--- config.mk ---
export PLATFORM = sky130hd
export DESIGN_NAME = bpa_ctrl
export DESIGN_NICKNAME = d
export VERILOG_FILES = /design/src/design/bpa_pkg.sv /design/src/design/bpa_ctrl.sv
export SDC_FILE = /design/constraint.sdc
export NUM_CORES = 1
export LEC_CHECK = 0
export BUFFER_PORTS_ARGS = -buffer_cell sky130_fd_sc_hd__buf_2
export CORE_ASPECT_RATIO = 0.8
export CORE_UTILIZATION = 25
export DETAILED_ROUTE_END_ITERATION = 12
export GPL_TIMING_DRIVEN = 0
export HOLD_SLACK_MARGIN = 0.08
export PLACE_DENSITY_LB_ADDON = 0.08
export SYNTH_ARGS = -nofsm -noshare
export SYNTH_HDL_FRONTEND = slang
export SYNTH_SLANG_ARGS = --single-unit
--- constraint.sdc ---
create_clock -name clk_i -period 4.7 [get_ports clk_i]
set_input_delay 0.94 -clock clk_i [delete_from_list [all_inputs] [get_ports clk_i]]
set_output_delay 0.94 -clock clk_i [all_outputs]
set_load 0.05 [all_outputs]
--- src/design/bpa_pkg.sv ---
// ----------------------------------------------------------------------------
// bpa_pkg
// Shared types and constants for the bitmap page allocator: command and
// status codes, and the control/status bundles between controller and datapath.
// ----------------------------------------------------------------------------
package bpa_pkg;

  // field widths of the item
  localparam int unsigned IDX_W = 12;
  localparam int unsigned PG_W  = 13;

  // map word geometry: one byte of occupancy bits per memory word
  localparam int unsigned BYTE_PAGES = 8;
  localparam int unsigned BYTE_SHIFT = 3;
  localparam logic [BYTE_PAGES-1:0] FULL_BYTE = 8'hFF;

  // page count register value after reset
  localparam logic [PG_W-1:0] PAGE_COUNT_RST = 13'd4096;

  typedef enum logic [1:0] {
    CMD_ALLOC = 2'd0,
    CMD_FREE  = 2'd1,
    CMD_QUERY = 2'd2,
    CMD_SET   = 2'd3
  } command_e;

  typedef enum logic [1:0] {
    ST_OK        = 2'd0,
    ST_NO_RUN    = 2'd1,
    ST_RANGE     = 2'd2,
    ST_FREE_FREE = 2'd3
  } status_e;

  // controller to datapath
  typedef struct packed {
    logic    load;        // capture the input item
    logic    clr_step;    // clear one map word after reset
    logic    init_scan;   // start first-fit search at page 0
    logic    init_range;  // set up the page range of free, query or set
    logic    scan_eval;   // evaluate one map word of the search
    logic    chk_eval;    // step the free-run check
    logic    qry_eval;    // capture the queried bit
    logic    wr_en;       // write back one merged map word
    logic    code_we;     // update the status code
    status_e code;
    logic    load_out;    // move the result into the output register
  } bpa_cmd_t;

  // datapath to controller
  typedef struct packed {
    command_e cmd;
    logic     len_zero;
    logic     len_gt_n;
    logic     free_oob;
    logic     idx_oob;
    logic     found;
    logic     chk_fail;
    logic     ptr_last;
    logic     clr_done;
    logic     out_free;
  } bpa_stat_t;

endpackage

--- src/design/bpa_ctrl.sv ---
// ----------------------------------------------------------------------------
// bpa_ctrl
// Controller of the page allocator: sequences the clearing sweep, command
// decode, word-by-word search or check, write-back and result hand-off.
// ----------------------------------------------------------------------------
module bpa_ctrl (
  input  logic                clk_i,
  input  logic                rst_ni,
  input  logic                in_valid_i,
  output logic                in_stall_o,
  input  bpa_pkg::bpa_stat_t  stat_i,
  output bpa_pkg::bpa_cmd_t   ctl_o
);
  import bpa_pkg::*;

  typedef enum logic [11:0] {
    S_CLEAR   = 12'b0000_0000_0001,
    S_IDLE    = 12'b0000_0000_0010,
    S_DECODE  = 12'b0000_0000_0100,
    S_SCAN_RD = 12'b0000_0000_1000,
    S_SCAN_EV = 12'b0000_0001_0000,
    S_CHK_RD  = 12'b0000_0010_0000,
    S_CHK_EV  = 12'b0000_0100_0000,
    S_QRY_RD  = 12'b0000_1000_0000,
    S_QRY_EV  = 12'b0001_0000_0000,
    S_WR_RD   = 12'b0010_0000_0000,
    S_WR_WR   = 12'b0100_0000_0000,
    S_DONE    = 12'b1000_0000_0000
  } state_e;

  state_e state_q, state_d;

  assign in_stall_o = (state_q != S_IDLE);

  // next state and datapath commands
  always_comb begin
    state_d = state_q;
    ctl_o   = '0;
    ctl_o.code = ST_OK;
    unique case (state_q)
      S_CLEAR: begin
        ctl_o.clr_step = 1'b1;
        if (stat_i.clr_done) begin
          state_d = S_IDLE;
        end
      end
      S_IDLE: begin
        if (in_valid_i) begin
          ctl_o.load = 1'b1;
          state_d    = S_DECODE;
        end
      end
      S_DECODE: begin
        unique case (stat_i.cmd)
          CMD_ALLOC: begin
            priority if (stat_i.len_zero) begin
              ctl_o.code_we = 1'b1;
              ctl_o.code    = ST_RANGE;
              state_d       = S_DONE;
            end else if (stat_i.len_gt_n) begin
              ctl_o.code_we = 1'b1;
              ctl_o.code    = ST_NO_RUN;
              state_d       = S_DONE;
            end else begin
              ctl_o.init_scan = 1'b1;
              state_d         = S_SCAN_RD;
            end
          end
          CMD_FREE: begin
            if (stat_i.len_zero || stat_i.free_oob) begin
              ctl_o.code_we = 1'b1;
              ctl_o.code    = ST_RANGE;
              state_d       = S_DONE;
            end else begin
              ctl_o.init_range = 1'b1;
              state_d          = S_CHK_RD;
            end
          end
          CMD_QUERY: begin
            if (stat_i.idx_oob) begin
              ctl_o.code_we = 1'b1;
              ctl_o.code    = ST_RANGE;
              state_d       = S_DONE;
            end else begin
              ctl_o.init_range = 1'b1;
              state_d          = S_QRY_RD;
            end
          end
          CMD_SET: begin
            if (stat_i.idx_oob) begin
              ctl_o.code_we = 1'b1;
              ctl_o.code    = ST_RANGE;
              state_d       = S_DONE;
            end else begin
              ctl_o.init_range = 1'b1;
              state_d          = S_WR_RD;
            end
          end
          default: state_d = S_DONE;
        endcase
      end
      S_SCAN_RD: state_d = S_SCAN_EV;
      S_SCAN_EV: begin
        ctl_o.scan_eval = 1'b1;
        priority if (stat_i.found) begin
          state_d = S_WR_RD;
        end else if (stat_i.ptr_last) begin
          ctl_o.code_we = 1'b1;
          ctl_o.code    = ST_NO_RUN;
          state_d       = S_DONE;
        end else begin
          state_d = S_SCAN_RD;
        end
      end
      S_CHK_RD: state_d = S_CHK_EV;
      S_CHK_EV: begin
        priority if (stat_i.chk_fail) begin
          ctl_o.code_we = 1'b1;
          ctl_o.code    = ST_FREE_FREE;
          state_d       = S_DONE;
        end else if (stat_i.ptr_last) begin
          ctl_o.chk_eval = 1'b1;
          state_d        = S_WR_RD;
        end else begin
          ctl_o.chk_eval = 1'b1;
          state_d        = S_CHK_RD;
        end
      end
      S_QRY_RD: state_d = S_QRY_EV;
      S_QRY_EV: begin
        ctl_o.qry_eval = 1'b1;
        state_d        = S_DONE;
      end
      S_WR_RD: state_d = S_WR_WR;
      S_WR_WR: begin
        ctl_o.wr_en = 1'b1;
        state_d     = stat_i.ptr_last ? S_DONE : S_WR_RD;
      end
      S_DONE: begin
        if (stat_i.out_free) begin
          ctl_o.load_out = 1'b1;
          state_d        = S_IDLE;
        end
      end
      default: state_d = S_CLEAR;
    endcase
  end

  // state register, clearing sweep runs first after reset
  always_ff @(posedge clk_i or negedge rst_ni) begin
    if (!rst_ni) begin
      state_q <= S_CLEAR;
    end else begin
      state_q <= state_d;
    end
  end

endmodule
==> metrics.txt <==
Fin. Hold Viols=0; initial core utilization=26.8%; Core Box Area=3180 um2; filler instances=340; Inserted Clock Buffers=3; dpl ws=1.62 ns; ANT nets after route=0; Final Worst Setup Slack=1.37 ns; Switching Fraction=40.7%; final period utilization=70.9%; Setup crit start kind=flip-flop; final setup fails=0; register bit total from synthesis=12; status=completed; Critical Path AT=2.39 ns; die height=54.2 um; WS Path Type=reg -> out; site row count=18; sequential share of power=31.1%; initial antenna violation count=0; post-layout min period=3.33 ns; Ports=27; WL final=2200 um; Placer Congestion=0.764; Remaining Overflow, GRT=0; met2 wire len=969 um; Post-Syn Instances=93; max-slew violation count=0; dpl hpwl=1750 um; met3 routed wirelength=80 um; PD cells=421 nW/um2; Iter 0 DRT Violations=36; max_cap viols=0; post-CTS sizing=0; Top reg by flops=state_q; via count=833; wl on met1=1150 um; setup TNS=0 ns; CTS H-tree lvls=1; Cell Chain, Critical Path=nor4_2, nand4_1, or3_1, nand2_1, buf_2; GRT Overall Usage=13.4%; Comb pwr share=43.6%; Mapped Avg Cell Area=9.16 um2; first-pass GRT wire length=3480 um; Syn. warnings=0; cell area after synthesis=852 um2; fmax=300 MHz; CP endpoint kind=output pin; largest net degree at the start of global routing=13; CP peak stage delay=0.51 ns; Largest register FFs=12; max_slew headroom=62.1%; clock latency on the worst-skew pair=0.24 ns; crit path max-delay cell type=or3_1; Pint=0.272 mW; CP Max Fanout=8; TritonCTS clock tree=built; top sig layer=met4; die width=67.3 um; Setup Skew=0.00468 ns; sequential area share after synthesis=35.4%; Worst-Margin Slew=0.564 ns; vias in the first global route=713; CTS root buf=clkbuf_8; setup repair after global routing missed its margin=false; async set or reset register ratio after synthesis=100%; total setup buffers inserted after CTS=0; drc violations=0; min-delay worst type=in -> async; CTS clk-pin slew, worst paths=0.06 ns; clock share of power=25.3%; Worst VDD drop=0.159 mV; layout cells sized above 1=33.3%; 1st-pass router iterations=4; nets@finish=138; Worst EP required=3.76 ns; Netlist cell types=41; Psw=0.186 mW; clk buf depth=2; die area=3650 um2; Synth Net Count=107; EDFF count, synth=0; Top FF cell, synth=dfrtp_1; Lkg Pwr=0.524 nW; routed len/inst=13.5 um; DR vias/cell=5.11; clock sinks=12; port bufs=26; area delta synth->final=27.6%; Antenna Cells=0; number of hold buffers added after CTS=0; top flop regs=state_q x12
## stage by stage
step	power, mW	utilization, %	hold WS, ns	instance area [um2]	std cells
after floorplan	0.297	-	0.495	852	93
after CTS	0.463	34.2	0.566	1090	163
after detailed placement	0.343	32.5	0.545	1030	159
after global routing	0.491	34.2	0.581	1090	163
after global placement	0.347	32.5	0.554	1030	159
final	0.458	34.2	0.567	1090	163
## per-layer routing
| layer | global-route usage (%) | vias up |
|---|---|---|
| met4 | 2.13 | 0 |
| met1 | 19.0 | 389 |
| met5 | 0 | - |
| li1 | - | 428 |
| met2 | 19.5 | 14 |
| met3 | 5.00 | 2 |
## power by group through the flow
| stage | Combinational [mW] | Clock, mW | Sequential [mW] |
|---|---|---|---|
| after floorplan | 0.159 | 0 | 0.137 |
| after global placement | 0.203 | 0 | 0.144 |
| after detailed placement | 0.200 | 0 | 0.144 |
| after CTS | 0.200 | 0.121 | 0.142 |
| after global routing | 0.219 | 0.129 | 0.144 |
| final | 0.199 | 0.116 | 0.142 |
## cell type report
| class | instances | area (um2) | area share, % |
|---|---|---|---|
| buffer | 1 | 5.00 | 0.460 |
| clock buffer | 4 | 55.1 | 5.06 |
| inverter | 3 | 11.3 | 1.04 |
| multi-input combinational | 77 | 534 | 49.1 |
| sequential | 12 | 302 | 27.7 |
| tap | 40 | 50.0 | 4.60 |
| timing repair buffer | 26 | 130 | 12.0 |
## path summary, 6_finish.rpt
check,start,endpoint,slack [ns],cells past startpoint
setup / recovery,state_q[7]$_DFFE_PN0P_,ctl_o[3],1.37,5
hold / removal,rst_ni,state_q[9]$_DFFE_PN0P_,0.57,1
setup reg to reg,state_q[7]$_DFFE_PN0P_,state_q[11]$_DFFE_PN0P_,2.72,4
hold reg to reg,state_q[2]$_DFFE_PN0P_,state_q[4]$_DFFE_PN0P_,0.57,1
max in group asynchronous,rst_ni,state_q[0]$_DFFE_PN1P_,3.85,1
min in group clk_i,state_q[2]$_DFFE_PN0P_,state_q[4]$_DFFE_PN0P_,0.57,1
## cell families (layout without fill, tap and decap cells)
family | after synthesis | after routing | synth area share, %
AOI/OAI and AO/OA | 17 | 17 | 16.2
buffers and inverters | 4 | 34 | 1.91
and+or+nand+nor | 57 | 57 | 43.3
xor gates and xnor gates | 2 | 2 | 2.06
muxes | 1 | 1 | 1.17
DFF | 12 | 12 | 35.4
## worst max-delay path, delay by kind of cell (launching register included)
kind / cells / cell delay [ns]
AND/OR/NAND/NOR: 4 / 1.44
buffers and inverters: 1 / 0.25
flip-flops: 1 / 0.46
## synth_stat cells, drive strengths merged, types with 2 or more instances
| master | n | share of area, % |
|---|---|---|
| dfrtp | 11 | 32 |
| nor2 | 8 | 3.5 |
| nand2 | 6 | 2.6 |
| nor4 | 6 | 6.9 |
| nor3 | 5 | 2.9 |
| nor2b | 4 | 2.9 |
| inv | 3 | 1.3 |
| nand2b | 3 | 2.2 |
| nand4 | 3 | 2.2 |
| nor4b | 3 | 3.1 |
| o32ai | 3 | 3.1 |
| or3 | 3 | 2.8 |
| or3b | 3 | 3.1 |
| or4 | 3 | 3.1 |
| a2bb2oi | 2 | 2.1 |
| and3 | 2 | 1.5 |
| nand3 | 2 | 1.2 |
| nor3b | 2 | 1.8 |
| o21ai | 2 | 1.2 |
| o311ai | 2 | 2.1 |
| or2 | 2 | 1.5 |
| xnor2 | 2 | 2.1 |
## cell usage in the layout, fill, tap and decap left out, types with 2 or more instances in the layout
cell type  instances
nand2_1            6
or4_1              2
or3_1              2
xnor2_1            2
and3_1             2
nor2_1             8
nand2b_1           3
nand4_1            3
nor2b_1            4
nand3_1            2
a2bb2oi_1          2
nor4b_1            3
clkbuf_8           4
dfrtp_1           11
nor3b_1            2
or3b_2             3
nor3_1             5
buf_2             27
or2_2              2
o32ai_1            3
inv_1              3
nor4_1             4
(Power assumes the default switching activity.)
